--- src/sv/serial_loaded_led_pattern_player_top_assert.svh ---
// assertion macros for the serial loaded led pattern player
// used by the top level; expects clk_i and rst_ni in scope
`ifndef SERIAL_LOADED_LED_PATTERN_PLAYER_TOP_ASSERT_SVH
`define SERIAL_LOADED_LED_PATTERN_PLAYER_TOP_ASSERT_SVH

// same-cycle implication
`define SLP_ASSERT_NOW(lbl, ante, cons) \
  lbl: assert property (@(posedge clk_i) disable iff (!rst_ni) (ante) |-> (cons)) \
    else $error("slp check failed");

// next-cycle implication
`define SLP_ASSERT_NEXT(lbl, ante, cons) \
  lbl: assert property (@(posedge clk_i) disable iff (!rst_ni) (ante) |=> (cons)) \
    else $error("slp check failed");

`endif

--- src/sv/slp_pkg.sv ---
// shared types and constants of the serial loaded led pattern player
// no dependencies
package slp_pkg;

  localparam int unsigned MAX_STEPS_DEF = 16;

  localparam int unsigned LED_W    = 4;
  localparam int unsigned BYTE_W   = 8;
  localparam int unsigned PERIOD_W = 16;
  localparam int unsigned LIMIT_W  = 15;
  localparam int unsigned CFG_W    = 16;
  localparam int unsigned CIDX_W   = 2;
  localparam int unsigned TICK_W   = 32;

  localparam logic [PERIOD_W-1:0] DEFAULT_PERIOD = 16'd500;
  localparam logic [CFG_W-1:0]    TICKS_RST      = 16'd40;
  localparam logic [LIMIT_W-1:0]  PMAX_RST       = 15'd2000;
  localparam logic [LIMIT_W-1:0]  PMIN_RST       = 15'd50;
  localparam logic [BYTE_W-1:0]   ASCII_ZERO     = 8'd48;

  typedef enum logic [1:0] {
    MODE_BYTE   = 2'd0,
    MODE_TICK   = 2'd1,
    MODE_SLOWER = 2'd2,
    MODE_FASTER = 2'd3
  } mode_e;

  typedef enum logic [CIDX_W-1:0] {
    REG_TICKS_PER_MS = 2'd0,
    REG_PERIOD_MAX   = 2'd1,
    REG_PERIOD_MIN   = 2'd2
  } cfg_reg_e;

  // per item info handed from the state update to the output stage
  typedef struct packed {
    logic                fire;
    logic                ack;
    logic                playing;
    logic [PERIOD_W-1:0] period;
  } slp_item_t;

endpackage

--- src/sv/slp_ifs.sv ---
// valid/ready channels of the serial loaded led pattern player
// depends on slp_pkg
interface slp_item_if;
  import slp_pkg::*;
  logic              valid;
  logic              ready;
  logic [1:0]        mode;
  logic [BYTE_W-1:0] rx_byte;
  modport source (output valid, mode, rx_byte, input ready);
  modport sink   (input valid, mode, rx_byte, output ready);
endinterface

interface slp_res_if;
  import slp_pkg::*;
  logic                valid;
  logic                ready;
  logic [LED_W-1:0]    leds;
  logic                ack_valid;
  logic                playing;
  logic [PERIOD_W-1:0] period_now;
  modport source (output valid, leds, ack_valid, playing, period_now, input ready);
  modport sink   (input valid, leds, ack_valid, playing, period_now, output ready);
endinterface

interface slp_cfg_if;
  import slp_pkg::*;
  logic              valid;
  logic              ready;
  logic [CIDX_W-1:0] index;
  logic [CFG_W-1:0]  data;
  modport source (output valid, index, data, input ready);
  modport sink   (input valid, index, data, output ready);
endinterface

--- src/sv/slp_ram.sv ---
// generic single write port ram with registered read
// no dependencies
module slp_ram #(
  parameter int unsigned WIDTH = 4,
  parameter int unsigned DEPTH = 16
) (
  input  logic                                     clk_i,
  input  logic                                     we_i,
  input  logic [(DEPTH > 1 ? $clog2(DEPTH) : 1)-1:0] waddr_i,
  input  logic [WIDTH-1:0]                         wdata_i,
  input  logic                                     re_i,
  input  logic [(DEPTH > 1 ? $clog2(DEPTH) : 1)-1:0] raddr_i,
  output logic [WIDTH-1:0]                         rdata_o
);

  logic [WIDTH-1:0] mem_q [DEPTH];
  logic [WIDTH-1:0] rdata_q;

  always_ff @(posedge clk_i) begin
    if (we_i) begin
      mem_q[waddr_i] <= wdata_i;
    end
    if (re_i) begin
      rdata_q <= mem_q[raddr_i];
    end
  end

  assign rdata_o = rdata_q;

endmodule

--- src/sv/slp_ctrl.sv ---
// state update of the player: config registers, load and play indexes,
// tick counter, period and the pattern memory ports; depends on slp_pkg and slp_ifs
module slp_ctrl #(
  parameter int unsigned MAX_STEPS = slp_pkg::MAX_STEPS_DEF
) (
  input  logic                                          clk_i,
  input  logic                                          rst_ni,
  slp_cfg_if.sink                                       cfg_i,
  input  logic                                          acc_i,
  input  logic [1:0]                                    mode_i,
  input  logic [slp_pkg::BYTE_W-1:0]                    rx_byte_i,
  output logic                                          we_o,
  output logic [(MAX_STEPS > 1 ? $clog2(MAX_STEPS) : 1)-1:0] waddr_o,
  output logic [slp_pkg::LED_W-1:0]                     wdata_o,
  output logic                                          re_o,
  output logic [(MAX_STEPS > 1 ? $clog2(MAX_STEPS) : 1)-1:0] raddr_o,
  output logic                                          rd_valid_o,
  output slp_pkg::slp_item_t                            item_o
);
  import slp_pkg::*;

  localparam int unsigned IDX_W = (MAX_STEPS > 1) ? $clog2(MAX_STEPS) : 1;
  localparam int unsigned CNT_W = $clog2(MAX_STEPS + 1);
  localparam logic [TICK_W-1:0] PROD_RST = TICK_W'(DEFAULT_PERIOD * TICKS_RST);

  logic [CFG_W-1:0]    ticks_q, ticks_d;
  logic [LIMIT_W-1:0]  pmax_q, pmax_d;
  logic [LIMIT_W-1:0]  pmin_q, pmin_d;
  logic [CNT_W-1:0]    step_q, step_d;
  logic [CNT_W-1:0]    load_q, load_d;
  logic [IDX_W-1:0]    play_q, play_d;
  logic                running_q, running_d;
  logic [TICK_W-1:0]   count_q, count_d;
  logic [PERIOD_W-1:0] period_q, period_d;
  logic [TICK_W-1:0]   prod_q;
  logic [MAX_STEPS-1:0] vld_q;
  logic                rd_valid_q;
  logic                fire, ack;

  assign cfg_i.ready = 1'b1;

  // config writes; indexes beyond the list are dropped
  always_comb begin
    ticks_d = ticks_q;
    pmax_d  = pmax_q;
    pmin_d  = pmin_q;
    if (cfg_i.valid) begin
      case (cfg_reg_e'(cfg_i.index))
        REG_TICKS_PER_MS: ticks_d = cfg_i.data;
        REG_PERIOD_MAX:   pmax_d  = cfg_i.data[LIMIT_W-1:0];
        REG_PERIOD_MIN:   pmin_d  = cfg_i.data[LIMIT_W-1:0];
        default:          ;
      endcase
    end
  end

  always_comb begin
    logic [BYTE_W:0]     len;
    logic [CNT_W-1:0]    play_inc;
    logic [PERIOD_W:0]   dbl;
    logic [PERIOD_W-1:0] half;
    logic                due;

    len      = {1'b0, rx_byte_i} - {1'b0, ASCII_ZERO};
    play_inc = CNT_W'(play_q) + CNT_W'(1);
    dbl      = {period_q, 1'b0};
    half     = period_q >> 1;
    // counter reached period*ticks-1, or the product is zero
    due      = (prod_q == '0) || (({1'b0, count_q} + 33'd1) >= {1'b0, prod_q});

    step_d    = step_q;
    load_d    = load_q;
    play_d    = play_q;
    running_d = running_q;
    count_d   = count_q;
    period_d  = period_q;
    we_o      = 1'b0;
    waddr_o   = IDX_W'(load_q - CNT_W'(1));
    wdata_o   = rx_byte_i[LED_W-1:0];
    fire      = 1'b0;
    ack       = 1'b0;

    if (acc_i) begin
      case (mode_e'(mode_i))
        MODE_BYTE: begin
          if (load_q == '0) begin
            running_d = 1'b0;
            load_d    = CNT_W'(1);
            if (rx_byte_i <= ASCII_ZERO) begin
              step_d = CNT_W'(1);
            end else if (len > (BYTE_W+1)'(MAX_STEPS)) begin
              step_d = CNT_W'(MAX_STEPS);
            end else begin
              step_d = CNT_W'(len);
            end
          end else begin
            we_o   = 1'b1;
            load_d = load_q + CNT_W'(1);
            if (load_q == step_q) begin
              load_d    = '0;
              play_d    = '0;
              running_d = 1'b1;
              ack       = 1'b1;
            end
          end
        end
        MODE_TICK: begin
          if (running_q) begin
            if (due) begin
              count_d = '0;
              fire    = 1'b1;
              play_d  = (play_inc >= step_q) ? '0 : IDX_W'(play_inc);
            end else begin
              count_d = count_q + TICK_W'(1);
            end
          end
        end
        MODE_SLOWER: begin
          if (period_q <= {1'b0, pmax_q}) begin
            period_d = dbl[PERIOD_W] ? '1 : dbl[PERIOD_W-1:0];
            count_d  = '0;
          end
        end
        MODE_FASTER: begin
          if (period_q >= {1'b0, pmin_q}) begin
            period_d = (half == '0) ? PERIOD_W'(1) : half;
            count_d  = '0;
          end
        end
        default: ;
      endcase
    end
  end

  // the memory is read at the play index on every accepted beat
  assign re_o    = acc_i;
  assign raddr_o = play_q;

  assign item_o.fire    = fire;
  assign item_o.ack     = ack;
  assign item_o.playing = running_d;
  assign item_o.period  = period_d;

  assign rd_valid_o = rd_valid_q;

  always_ff @(posedge clk_i or negedge rst_ni) begin
    if (!rst_ni) begin
      ticks_q    <= TICKS_RST;
      pmax_q     <= PMAX_RST;
      pmin_q     <= PMIN_RST;
      step_q     <= CNT_W'(1);
      load_q     <= '0;
      play_q     <= '0;
      running_q  <= 1'b1;
      count_q    <= '0;
      period_q   <= DEFAULT_PERIOD;
      prod_q     <= PROD_RST;
      vld_q      <= '0;
      rd_valid_q <= 1'b0;
    end else begin
      ticks_q   <= ticks_d;
      pmax_q    <= pmax_d;
      pmin_q    <= pmin_d;
      step_q    <= step_d;
      load_q    <= load_d;
      play_q    <= play_d;
      running_q <= running_d;
      count_q   <= count_d;
      period_q  <= period_d;
      // reload product always tracks the next period and tick scale
      prod_q    <= period_d * ticks_d;
      if (we_o) begin
        vld_q[waddr_o] <= 1'b1;
      end
      if (re_o) begin
        rd_valid_q <= vld_q[raddr_o];
      end
    end
  end

endmodule

--- src/sv/slp_out.sv ---
// output side of the player: one stage that waits for the memory read,
// the led state register and the result register; depends on slp_pkg and slp_ifs
module slp_out (
  input  logic                          clk_i,
  input  logic                          rst_ni,
  input  logic                          acc_i,
  input  slp_pkg::slp_item_t            item_i,
  input  logic [slp_pkg::LED_W-1:0]     rd_data_i,
  input  logic                          rd_valid_i,
  output logic                          in_ready_o,
  slp_res_if.source                     result_o
);
  import slp_pkg::*;

  slp_item_t        s1_q;
  logic             s1_valid_q, s1_valid_d;
  logic             s1_adv;
  logic [LED_W-1:0] led_q, led_next;
  logic             res_valid_q, res_valid_d;
  logic [LED_W-1:0] res_leds_q;
  logic             res_ack_q, res_play_q;
  logic [PERIOD_W-1:0] res_period_q;

  assign s1_adv     = s1_valid_q && (!res_valid_q || result_o.ready);
  assign in_ready_o = !s1_valid_q || s1_adv;

  // never written entries read as zero
  assign led_next = s1_q.fire ? (rd_valid_i ? rd_data_i : '0) : led_q;

  always_comb begin
    s1_valid_d = s1_valid_q;
    if (acc_i) begin
      s1_valid_d = 1'b1;
    end else if (s1_adv) begin
      s1_valid_d = 1'b0;
    end
    res_valid_d = res_valid_q;
    if (s1_adv) begin
      res_valid_d = 1'b1;
    end else if (result_o.ready) begin
      res_valid_d = 1'b0;
    end
  end

  always_ff @(posedge clk_i or negedge rst_ni) begin
    if (!rst_ni) begin
      s1_valid_q  <= 1'b0;
      res_valid_q <= 1'b0;
      led_q       <= '0;
    end else begin
      s1_valid_q  <= s1_valid_d;
      res_valid_q <= res_valid_d;
      if (s1_adv) begin
        led_q <= led_next;
      end
    end
  end

  always_ff @(posedge clk_i) begin
    if (acc_i) begin
      s1_q <= item_i;
    end
    if (s1_adv) begin
      res_leds_q   <= led_next;
      res_ack_q    <= s1_q.ack;
      res_play_q   <= s1_q.playing;
      res_period_q <= s1_q.period;
    end
  end

  assign result_o.valid      = res_valid_q;
  assign result_o.leds       = res_leds_q;
  assign result_o.ack_valid  = res_ack_q;
  assign result_o.playing    = res_play_q;
  assign result_o.period_now = res_period_q;

endmodule

--- src/sv/serial_loaded_led_pattern_player_top.sv ---
// Serial loaded LED pattern player. Every accepted item (serial byte, timer
// tick or speed button) gives exactly one result, via the wait stage and the
// result register. One item is taken per cycle, back to back, unless results
// stall; the pattern sits in a MAX_STEPS x 4 memory with a registered read,
// issued at the play index on acceptance and resolved in the following
// stage. Config writes are always ready and take effect for the next item.
// top level: depends on slp_pkg, the channel interfaces, slp_ram, slp_ctrl,
// slp_out and the assertion macro header
`include "serial_loaded_led_pattern_player_top_assert.svh"

module serial_loaded_led_pattern_player_top #(
  parameter int unsigned MAX_STEPS = slp_pkg::MAX_STEPS_DEF
) (
  input  logic        clk_i,
  input  logic        rst_ni,
  slp_item_if.sink    item_i,
  slp_res_if.source   result_o,
  slp_cfg_if.sink     cfg_i
);
  import slp_pkg::*;

  localparam int unsigned IDX_W = (MAX_STEPS > 1) ? $clog2(MAX_STEPS) : 1;

  logic             acc;
  logic             in_ready;
  logic             we, re, rd_valid;
  logic [IDX_W-1:0] waddr, raddr;
  logic [LED_W-1:0] wdata, rdata;
  slp_item_t        item;
  logic             res_slot_free;

  assign item_i.ready = in_ready;
  assign acc          = item_i.valid && in_ready;

  // result register empty or handing off this cycle
  assign res_slot_free = !result_o.valid || result_o.ready;

  slp_ctrl #(
    .MAX_STEPS (MAX_STEPS)
  ) u_ctrl (
    .clk_i      (clk_i),
    .rst_ni     (rst_ni),
    .cfg_i      (cfg_i),
    .acc_i      (acc),
    .mode_i     (item_i.mode),
    .rx_byte_i  (item_i.rx_byte),
    .we_o       (we),
    .waddr_o    (waddr),
    .wdata_o    (wdata),
    .re_o       (re),
    .raddr_o    (raddr),
    .rd_valid_o (rd_valid),
    .item_o     (item)
  );

  slp_ram #(
    .WIDTH (LED_W),
    .DEPTH (MAX_STEPS)
  ) u_pattern_ram (
    .clk_i   (clk_i),
    .we_i    (we),
    .waddr_i (waddr),
    .wdata_i (wdata),
    .re_i    (re),
    .raddr_i (raddr),
    .rdata_o (rdata)
  );

  slp_out u_out (
    .clk_i      (clk_i),
    .rst_ni     (rst_ni),
    .acc_i      (acc),
    .item_i     (item),
    .rd_data_i  (rdata),
    .rd_valid_i (rd_valid),
    .in_ready_o (in_ready),
    .result_o   (result_o)
  );

  // a completed load always resumes playback
  `SLP_ASSERT_NOW(a_ack_playing, result_o.valid && result_o.ack_valid, result_o.playing)
  // the period never drops to zero
  `SLP_ASSERT_NOW(a_period_nz, result_o.valid, result_o.period_now != '0)
  // with a beat in the middle stage, input ready follows the result slot
  `SLP_ASSERT_NEXT(a_ready_link, item_i.valid && item_i.ready, item_i.ready == res_slot_free)

endmodule

--- src/flat_wrapper.sv ---
// flat-port wrapper written by rule: the top's interface ports become plain ports
module serial_loaded_led_pattern_player_top_flat import slp_pkg::*;
#(
  parameter int unsigned MAX_STEPS = slp_pkg::MAX_STEPS_DEF
)
  (clk_i, rst_ni, item_i_valid, item_i_mode, item_i_rx_byte, item_i_ready, result_o_valid, result_o_leds, result_o_ack_valid, result_o_playing, result_o_period_now, result_o_ready, cfg_i_valid, cfg_i_index, cfg_i_data, cfg_i_ready);
  slp_item_if item_i_i ();
  slp_res_if result_o_i ();
  slp_cfg_if cfg_i_i ();
  input  logic clk_i;
  input  logic rst_ni;
  input wire logic [$bits(item_i_i.valid)-1:0] item_i_valid;
  input wire logic [$bits(item_i_i.mode)-1:0] item_i_mode;
  input wire logic [$bits(item_i_i.rx_byte)-1:0] item_i_rx_byte;
  output wire logic [$bits(item_i_i.ready)-1:0] item_i_ready;
  output wire logic [$bits(result_o_i.valid)-1:0] result_o_valid;
  output wire logic [$bits(result_o_i.leds)-1:0] result_o_leds;
  output wire logic [$bits(result_o_i.ack_valid)-1:0] result_o_ack_valid;
  output wire logic [$bits(result_o_i.playing)-1:0] result_o_playing;
  output wire logic [$bits(result_o_i.period_now)-1:0] result_o_period_now;
  input wire logic [$bits(result_o_i.ready)-1:0] result_o_ready;
  input wire logic [$bits(cfg_i_i.valid)-1:0] cfg_i_valid;
  input wire logic [$bits(cfg_i_i.index)-1:0] cfg_i_index;
  input wire logic [$bits(cfg_i_i.data)-1:0] cfg_i_data;
  output wire logic [$bits(cfg_i_i.ready)-1:0] cfg_i_ready;
  assign item_i_i.valid = item_i_valid;
  assign item_i_i.mode = item_i_mode;
  assign item_i_i.rx_byte = item_i_rx_byte;
  assign item_i_ready = item_i_i.ready;
  assign result_o_valid = result_o_i.valid;
  assign result_o_leds = result_o_i.leds;
  assign result_o_ack_valid = result_o_i.ack_valid;
  assign result_o_playing = result_o_i.playing;
  assign result_o_period_now = result_o_i.period_now;
  assign result_o_i.ready = result_o_ready;
  assign cfg_i_i.valid = cfg_i_valid;
  assign cfg_i_i.index = cfg_i_index;
  assign cfg_i_i.data = cfg_i_data;
  assign cfg_i_ready = cfg_i_i.ready;
  serial_loaded_led_pattern_player_top #(.MAX_STEPS(MAX_STEPS)) u_core (.clk_i(clk_i), .rst_ni(rst_ni), .item_i(item_i_i), .result_o(result_o_i), .cfg_i(cfg_i_i));
endmodule
--- config.mk ---
export PLATFORM = sky130hd
export DESIGN_NAME = serial_loaded_led_pattern_player_top_flat
export DESIGN_NICKNAME = d
export VERILOG_FILES = /design/src/sv/slp_pkg.sv /design/src/sv/slp_ifs.sv /design/src/sv/slp_ram.sv /design/src/sv/slp_ctrl.sv /design/src/sv/slp_out.sv /design/src/sv/serial_loaded_led_pattern_player_top.sv /design/src/flat_wrapper.sv
export VERILOG_INCLUDE_DIRS = /design/src /design/src/sv
export SDC_FILE = /design/constraint.sdc
export NUM_CORES = 1
export LEC_CHECK = 0
export BUFFER_PORTS_ARGS = -buffer_cell sky130_fd_sc_hd__buf_2
export CAP_MARGIN = 40
export CELL_PAD_IN_SITES_DETAIL_PLACEMENT = 1
export CELL_PAD_IN_SITES_GLOBAL_PLACEMENT = 2
export CORE_UTILIZATION = 35
export DETAILED_ROUTE_END_ITERATION = 6
export GPL_TIMING_DRIVEN = 0
export PLACE_DENSITY_LB_ADDON = 0.1
export REMOVE_ABC_BUFFERS = 1
export SKIP_CTS_REPAIR_TIMING = 1
export SLEW_MARGIN = 5
export SYNTH_ARGS = -nofsm -noshare
export SYNTH_HDL_FRONTEND = slang
export SYNTH_SLANG_ARGS = --single-unit
--- constraint.sdc ---
create_clock -name clk_i -period 21.9 [get_ports clk_i]
set_clock_uncertainty 0.2 [all_clocks]
set_input_delay 1.095 -clock clk_i [delete_from_list [all_inputs] [get_ports clk_i]]
set_output_delay 1.095 -clock clk_i [all_outputs]
set_load 0.02 [all_outputs]
==> results.yml, run 1 <==
synthesis:
  ys_async_sr_fraction_pct: 60.07
  synth.avg_cell_area_um2: 10.71
  yosys.area.top_type_share_pct: 18.10
  synth_compound_area_share_pct: 8.998
  yosysWarningCount: 0
  netlist_instances: 2003
  ys_ff_latch: 273
  syn-cell-area_um2: 21460
  synth_area_leaders: "fa_1 18%, dfrtp_1 16%, edfxtp_1 15%, ha_1 10%, inv_1 5.8%"
  yosysTopAreaCell: "fa_1"
  synth-edff-count: 109
  synth_fa_ha_area_share_pct: 28.60
  synth.area.mux_share_pct: 5.464
  synth_top_family_by_area: "adder cells"
  seq_area_frac_synth_pct: 34.52
  synth_xor_area_share_pct: 2.531
  synth_cell_type_count: 85
  synth_flop_cell: "dfrtp_1"
  synth-simple-area-share_pct: 12.47
sta:
  slew_headroom_pct: 36.81
  tns_ns: 0
  finalSetupViolations: 0
  fin_crit_ns: 10.48
  fin_crit_sh_pct: 47.87
  worstMarginPinSlew_ns: 0.9215
  rsz0062_at_grt: "false"
  fmax_mhz: 95.38
  hold_viol: 0
  timing.hold.ws_ns: 0.2002
  slew_viol_final: 0
critical_path:
  required_ns: 22.14
  crit_buf_inv: 6
  slowest_delay_ns: 0.84
  cp-end-kind: "register"
  path_depth: 28
  path_delay_family: "adder cells"
  cp_common_cell: "fa_1"
  worst_setup_path_start_kind: "input pin"
  startpoint: "result_o_ready"
  r2r_cells: 27
  cp.arrival_ns: 10.73
  cp_slowest_cell: "a2111oi_0"
  worst_r2r_endpoint: "u_core.u_ctrl.prod_q[31]"
  crit_type: "input pin to register"
  r2r-start: "u_core.u_out.s1_valid_q"
  crit_fanout: 28
  reg2reg_slack_ns: 11.65
  critical_path.endpoint: "u_core.u_ctrl.prod_q[31]"
detailed_routing:
  drt_iter0_drc: 616
  drt-total-wl_mm: 61.68
  first_pass_iters: 4
  drc_errors: 0
  vias_per_cell: 5.170
  wl_per_cell_um: 21.40
  ant_nets: 0
  vias: 14910
flow_run:
  max-cap-violations: 0
cts:
  clock_latency_ns: 0.56
  cts_tree: "built"
  cts_sinks: 273
  cts_buffer_depth: 3
  cts_buffers: 36
  clock-root-buffer: "clkbuf_16"
  clk_pin_slew_ns: 0.05
  htreeDepth: 2
place:
  portBuffers: 56
  hpwl_mm: 48.19
  gp_congestion: 0.8218
die:
  core_area_um2: 60470
  rows: 90
  die_h_um: 249.6
  pin_count: 58
  start_util_pct: 35.48
  die_w_um: 249.6
  dieArea_um2: 62300
global_routing:
  grt_start_max_net_pins: 72
  grt_pass1_vias: 16230
  grt_pass1_wl_mm: 96.75
  overflow: 0
  antenna_found_initial: 1
  track_usage_pct: 20.34
run_status:
  status: "completed"
layout:
  antenna_cells: 0
  post_route_cells_drive_above_1_share_pct: 14.33
  area_delta_synth_final_pct: 12.27
  fin_util_pct: 39.84
  fill_cells: 6652
  nNetsFinal: 2480
worst_hold_path:
  hp-class: "input pin to asynchronous set/reset pin"
logic make-up (layout without fill, tap and decap cells):
| kind of cell | Yosys count | after routing |
|---|---|---|
| compound gates | 244 | 244 |
| other cells | 1 | 1 |
| mux | 81 | 81 |
| xor+xnor | 62 | 62 |
| simple gates | 565 | 565 |
| fa+ha+maj | 374 | 374 |
| flops | 273 | 273 |
| buf+inv | 403 | 501 |
metal layers:
metal	global-route usage [%]	part of all wire, %	routed length [µm]	vias up
li1	-	-	-	6844
met2	33.56	48	29500	167
met3	2.159	2.5	1543	57
met4	4.004	1.5	910	0
met1	28.96	48	29730	7837
met5	0	0	0	-
placed cells by master, fill, tap and decap left out, types with 25 or more instances in the layout:
cell       synthesis  final
buf_2              9     55
ha_1             180    180
nand3_1           52     52
nand2_1          166    166
nor2_1           158    158
a21o_1            32     32
edfxtp_1         109    109
nor3_1            36     35
mux4_2            25     25
o21ai_0           40     40
mux2_2            39     39
a21oi_1           56     56
fa_1             194    194
inv_1            334    333
dfrtp_1          140    139
a22o_1            25     25
xnor2_1           47     47
clkbuf_16          0     36
cells in the mapped netlist, drive strengths merged (6+ instances only):
master / n
a211oi: 10
a21o: 32
a21oi: 56
a22o: 25
a31oi: 6
and2: 10
and3: 20
buf: 24
clkbuf: 29
clkinv: 7
dfrtp: 140
dfstp: 24
edfxtp: 109
fa: 194
ha: 180
inv: 343
mux2: 39
mux2i: 17
mux4: 25
nand2: 167
nand2b: 21
nand3: 52
nand4: 20
nor2: 159
nor2b: 13
nor3: 40
nor4: 16
o211a: 6
o21ai: 41
o21bai: 7
o221ai: 12
or2: 22
xnor2: 47
xor2: 15
sequential cells by signal (all words and copies together) (netlist names):
name,cells
u_core.u_ctrl.running_q,1
u_core.u_ctrl.rd_valid_o,1
u_core.u_ctrl.vld_q,16
u_core.u_out.result_o.ack_valid,1
u_core.u_out.led_q,4
u_core.u_pattern_ram.mem_q,64
u_core.u_ctrl.period_q,16
u_core.u_out.result_o.playing,1
u_core.u_ctrl.prod_q,32
u_core.u_pattern_ram.rdata_o,4
u_core.u_ctrl.load_q,5
u_core.u_out.s1_q,19
u_core.u_out.result_o.period_now,16
u_core.u_ctrl.raddr_o,4
u_core.u_out.s1_valid_q,1
u_core.u_out.result_o.leds,4
u_core.u_ctrl.step_q,5
u_core.u_ctrl.pmin_q,15
u_core.u_ctrl.pmax_q,15
u_core.u_out.result_o.valid,1
u_core.u_ctrl.count_q,32
u_core.u_ctrl.ticks_q,16
layout make-up:
class / count / area (µm²) / share of cell area, %
flip-flops and latches: 273 / 7408 / 30.75
clock buffers: 42 / 953.4 / 3.958
inverters: 350 / 1314 / 5.453
well taps: 782 / 978.4 / 4.061
repair buffers: 85 / 669.4 / 2.779
multi-input cells: 1327 / 12510 / 51.94
clock inverters: 24 / 254.0 / 1.054
worst min-delay path by stage:
stage	start	end	slack (ns)	cells after the start
floorplan	u_core.u_out.s1_q[17]	u_core.u_out.result_o.ack_valid	0.20	0
global placement	u_core.u_out.s1_q[0]	u_core.u_out.result_o.period_now[0]	0.21	0
detailed placement	u_core.u_out.s1_q[6]	u_core.u_out.result_o.period_now[6]	0.21	0
finish	rst_ni	u_core.u_ctrl.count_q[6]	0.20	1
global route	rst_ni	u_core.u_ctrl.count_q[11]	0.21	1
CTS	rst_ni	u_core.u_ctrl.count_q[6]	0.19	1
through the flow:
step / area [µm²] / cells / setup WS [ns]
floorplan: 21180 / 1950 / 12.67
global placement: 22440 / 2788 / 9.514
detailed placement: 22880 / 2817 / 10.79
CTS: 24090 / 2883 / 11.34
global route: 24090 / 2883 / 10.91
finish: 24090 / 2883 / 11.42
Power of run 1 is left out: the tool's default activity adds up to more than one toggle a clock period on the data nets, which glitch-free logic cannot reach.
==> inputs of run 2 (changes only) <==
Clock period 21.9 ns to 9.88 ns, I/O delays scaled along.
==> run 2 against run 1 <==
First-iteration DRC count down 8.1%. Non-clock buffer count up 15. Final area up 0.76%. Critical endpoint unchanged. Register-to-register slack worse by 11 ns. Worst hold slack worse by 0.16 ns. Global-route usage unchanged.
==> results.yml, run 2 (synthesized netlist as in run 1, its figures left out) <==
run_status:
  status: "completed"
sta:
  slew_headroom_pct: 35.07
  hold_viol: 0
  fmax_mhz: 106.1
  slew_viol_final: 0
  rsz0062_at_grt: "false"
  finalSetupViolations: 0
  fin_crit_ns: 9.423
  worstMarginPinSlew_ns: 0.9469
  tns_ns: 0
  timing.hold.ws_ns: 0.04178
  fin_crit_sh_pct: 95.38
critical_path:
  cp-end-kind: "register"
  cp.arrival_ns: 9.67
  r2r-start: "u_core.u_ctrl.period_q[10]"
  crit_fanout: 8
  startpoint: "u_core.u_ctrl.period_q[10]"
  required_ns: 10.12
  cp_slowest_cell: "a2111oi_2"
  slowest_delay_ns: 0.57
  worst_setup_path_start_kind: "register"
  crit_type: "register to register"
layout:
  largest-register: "u_core.u_pattern_ram.mem_q"
  area_delta_synth_final_pct: 13.13
  antenna_cells: 0
  reg_top3: "u_core.u_pattern_ram.mem_q x64, u_core.u_ctrl.count_q x32, u_core.u_ctrl.prod_q x32"
  final_common_cell: "inv_1"
  fin_util_pct: 40.14
  largest_reg_flops: 64
  post_route_cells_drive_above_1_share_pct: 15.03
  fill_cells: 6646
  fin_area_um2: 24270
  nNetsFinal: 2495
  final_cell_mix: "332 x inv_1, 194 x fa_1, 180 x ha_1"
detailed_routing:
  first_pass_iters: 4
  ant_nets: 0
  wl_per_cell_um: 21.41
  drc_errors: 0
  vias: 15000
  drt_iter0_drc: 566
  drt-total-wl_mm: 62.04
  vias_per_cell: 5.175
cts:
  cts_sinks: 273
  cts_tree: "built"
  clock_latency_ns: 0.57
  cts_buffer_depth: 3
  clock-root-buffer: "clkbuf_16"
  htreeDepth: 2
  cts_buffers: 36
  clk_pin_slew_ns: 0.06
die:
  die_h_um: 249.6
  start_util_pct: 35.48
  pin_count: 58
  dieArea_um2: 62300
  core_area_um2: 60470
  rows: 90
  die_w_um: 249.6
worst_hold_path:
  hp-class: "input pin to register"
  min_from: "result_o_ready"
place:
  portBuffers: 56
  gp_congestion: 0.8218
  postPlaceCellArea_um2: 22880
  hpwl_mm: 48.19
global_routing:
  grt_pass1_wl_mm: 96.75
  antenna_found_initial: 1
  overflow: 0
  grt_start_max_net_pins: 72
  grt_pass1_vias: 16230
  track_usage_pct: 20.34
flow_run:
  max-cap-violations: 0
run 2: path summary, 6_finish.rpt:
path | end | slack [ns] | depth (start not counted)
min in group asynchronous | u_core.u_ctrl.count_q[6] | 0.19 | 2
worst min-delay path | u_core.u_out.result_o.valid | 0.04 | 3
worst max register to register | u_core.u_ctrl.prod_q[31] | 0.46 | 31
worst max-delay path | u_core.u_ctrl.prod_q[31] | 0.46 | 31
max in group asynchronous | u_core.u_ctrl.pmax_q[7] | 8.23 | 4
worst min register to register | u_core.u_out.result_o.period_now[6] | 0.22 | 0
run 2: cell type report:
cell class              count  area (µm²)  area share (%)
clock inverters            24       254.0           1.046
repair buffers            100       812.0           3.345
well taps                 782       978.4           4.031
multi-input cells        1327       12550           51.69
clock buffers              42       953.4           3.928
inverters                 350        1320           5.438
flip-flops and latches    273        7408           30.52
run 2: metal layers:
layer	GRT usage [%]	wire length [µm]	up-vias
met5	0	0	-
met4	4.004	896	0
met3	2.159	1672	58
met2	33.56	29780	180
met1	28.96	29680	7891
li1	-	-	6868
run 2: critical path: cells and delay by family (launching register included):
family	cells	cell delay (ns)
AOI/OAI and AO/OA	10	2.60
xor gates and xnor gates	1	0.19
adders and majority gates	8	3.81
buffers and inverters	9	0.93
DFF	1	0.52
and+or+nand+nor	3	1.06
run 2: metrics by stage:
| stage | instances | setup WS (ns) |
|---|---|---|
| CTS | 2883 | -0.4731 |
| finish | 2898 | 0.4568 |
| global route | 2898 | 0.04921 |
| global placement | 2788 | -1.905 |
| detailed placement | 2817 | -0.6253 |
| floorplan | 1950 | 1.255 |
Power of run 2 is left out for the same reason.
==> inputs of run 3 (changes only) <==
Settings changed: ABC_AREA set to 1, CORE_UTILIZATION 35 to 41, HOLD_SLACK_MARGIN set to 0.06.
==> run 3 against run 2 <==
Non-clock buffer count fell by 22. Area after synthesis rose by 4.7%. Synthesized cell count rose by 24%. First-iteration DRC count rose by 4.8%. Via count rose by 12%. Worst setup slack improved by 1.0 ns. Sequential share of layout area fell by 0.70 points. Critical path depth rose by 2. Register-to-register slack improved by 1.0 ns. Global-route usage rose by 3.8 points. Worst hold slack improved by 0.014 ns.
==> results.yml, run 3 <==
cts:
  cts_buffer_depth: 3
  clock_latency_ns: 0.56
  clk_pin_slew_ns: 0.06
  htreeDepth: 2
  cts_tree: "built"
  cts_buffers: 34
  cts_sinks: 273
  clock-root-buffer: "clkbuf_16"
die:
  core_area_um2: 54030
  rows: 85
  die_h_um: 236.1
  die_w_um: 236.1
  dieArea_um2: 55760
  pin_count: 58
  start_util_pct: 41.60
layout:
  post_route_cells_drive_above_1_share_pct: 11.85
  reg_top3: "u_core.u_pattern_ram.mem_q x64, u_core.u_ctrl.count_q x32, u_core.u_ctrl.prod_q x32"
  area_delta_synth_final_pct: 10.56
  largest_reg_flops: 64
  fill_cells: 6250
  multi_input_area_um2: 12770
  nNetsFinal: 2955
  fin_area_um2: 24850
  final_cell_mix: "508 x inv_1, 402 x nand2_1, 232 x nor2_1"
  seqCellArea_um2: 7408
  largest-register: "u_core.u_pattern_ram.mem_q"
  final_common_cell: "inv_1"
critical_path:
  crit_type: "register to register"
  crit_buf_inv: 7
  slowest_delay_ns: 0.63
  worst_setup_path_start_kind: "register"
  cp-end-kind: "register"
  cp_slowest_cell: "a21boi_2"
  path_delay_family: "adder cells"
  cp.arrival_ns: 8.66
  required_ns: 10.12
  crit_fanout: 13
  cp_common_cell: "nand2_1"
synthesis:
  synth.most_common_cell: "inv_1"
  synth-edff-count: 109
  synth_xor_area_share_pct: 2.455
  yosysTopAreaCell: "fa_1"
  synth_fa_ha_area_share_pct: 27.30
  synth_common_cells: "508 x inv_1, 402 x nand2_1, 232 x nor2_1, 194 x fa_1, 180 x ha_1"
  ys_async_sr_fraction_pct: 60.07
  netlist_instances: 2492
  synth-simple-area-share_pct: 17.19
  seq_area_frac_synth_pct: 32.96
  synth_cell_type_count: 68
  synth_flop_cell: "dfrtp_1"
  synth.avg_cell_area_um2: 9.019
  ys_ff_latch: 273
  yosysWarningCount: 0
  synth_area_leaders: "fa_1 17%, dfrtp_1 16%, edfxtp_1 15%, ha_1 10%, inv_1 8.5%"
  syn-cell-area_um2: 22480
  synth_compound_area_share_pct: 9.803
  yosys.area.top_type_share_pct: 17.28
  synth.area.mux_share_pct: 0
  synth_top_family_by_area: "adder cells"
sta:
  hold_viol: 0
  fin_crit_sh_pct: 85.24
  fin_crit_ns: 8.422
  worstMarginPinSlew_ns: 0.8707
  fmax_mhz: 118.7
  rsz0062_at_grt: "false"
  slew_headroom_pct: 41.82
  fin_ws_ns: 1.458
  slew_viol_final: 0
  tns_ns: 0
  finalSetupViolations: 0
global_routing:
  use_met1_pct: 29.80
  grt_pass1_vias: 18710
  grt_pass1_wl_mm: 104.1
  track_usage_pct: 24.17
  grt_use_met2_pct: 43.15
  overflow: 0
  grt_start_max_net_pins: 91
  top_usage_layer: "met2"
  gr-usage-met3_pct: 2.996
  antenna_found_initial: 1
detailed_routing:
  drt-total-wl_mm: 65.03
  vias: 16750
  first_pass_iters: 5
  wl_per_cell_um: 19.88
  drt_iter0_drc: 593
  ant_nets: 0
  vias_per_cell: 5.120
  drc_errors: 0
flow_run:
  max-cap-violations: 0
place:
  gp_congestion: 0.8439
  dp_slack_ns: 1.426
  postPlaceCellArea_um2: 23600
  portBuffers: 56
  hpwl_mm: 51.09
worst_hold_path:
  hp-class: "input pin to register"
run_status:
  status: "completed"
-- run 3: cell count changes in the layout (fill, tap and decap cells not counted), moves of 29 or more --
| cell | change |
|---|---|
| nand2_1 | +236 |
| inv_1 | +176 |
| o21ai_0 | +75 |
| nor2_1 | +74 |
| mux2_2 | -39 |
| nand3_1 | +38 |
| xor2_1 | +34 |
| xnor2_1 | -33 |
| o21bai_2 | +29 |
-- run 3: worst paths after layout --
check                                             start                              end  slack, ns  depth (start not counted)
worst max-delay path            u_core.u_ctrl.pmin_q[1]         u_core.u_ctrl.prod_q[26]       1.46                         33
worst min-delay path                      cfg_i_data[7]          u_core.u_ctrl.pmax_q[7]       0.06                          3
worst max register to register  u_core.u_ctrl.pmin_q[1]         u_core.u_ctrl.prod_q[26]       1.46                         33
worst min register to register    u_core.u_out.s1_q[17]  u_core.u_out.result_o.ack_valid       0.21                          0
max in group asynchronous                        rst_ni        u_core.u_ctrl.ticks_q[14]       8.25                          3
min in group asynchronous                        rst_ni           u_core.u_ctrl.vld_q[2]       0.29                          2
-- run 3: area by class of cell --
cell class / instances / area share (%)
clock buffers: 40 / 3.595
clock inverters: 22 / 1.168
diodes: 1 / 0.01007
repair buffers: 78 / 2.543
well taps: 696 / 3.505
inverters: 527 / 7.971
flip-flops and latches: 273 / 29.82
multi-input cells: 1634 / 51.39
-- run 3: logic make-up after synthesis --
group	Yosys count
flip-flops	273
buffers and inverters	585
XOR/XNOR	63
adder cells (fa/ha/maj)	374
AO/OA/AOI/OAI	331
AND/OR/NAND/NOR	865
other	1
-- run 3: routing by layer --
metal	up-vias	share of wire (%)
met5	-	0
met4	0	3.5
met3	105	2.7
met2	217	50
met1	8445	44
li1	7982	-
-- run 3: metrics by stage --
stage / utilization, % / hold slack (ns) / cells
floorplan: - / -0.001591 / 2434
global placement: 43.12 / 0.2022 / 3186
detailed placement: 43.68 / 0.2052 / 3202
CTS: 45.88 / -0.2930 / 3264
global route: 45.99 / 0.06275 / 3270
finish: 45.99 / 0.05598 / 3271
-- run 3: worst reg2reg max path, delay by kind of cell (launching register included) --
family                     cells  cell delay (ns)
adders and majority gates      8             3.75
DFF                            1             0.53
buffers and inverters          7             0.61
xor gates and xnor gates       1             0.14
and+or+nand+nor               12             1.96
AOI/OAI and AO/OA              5             1.14
Power of run 3 is left out for the same reason.
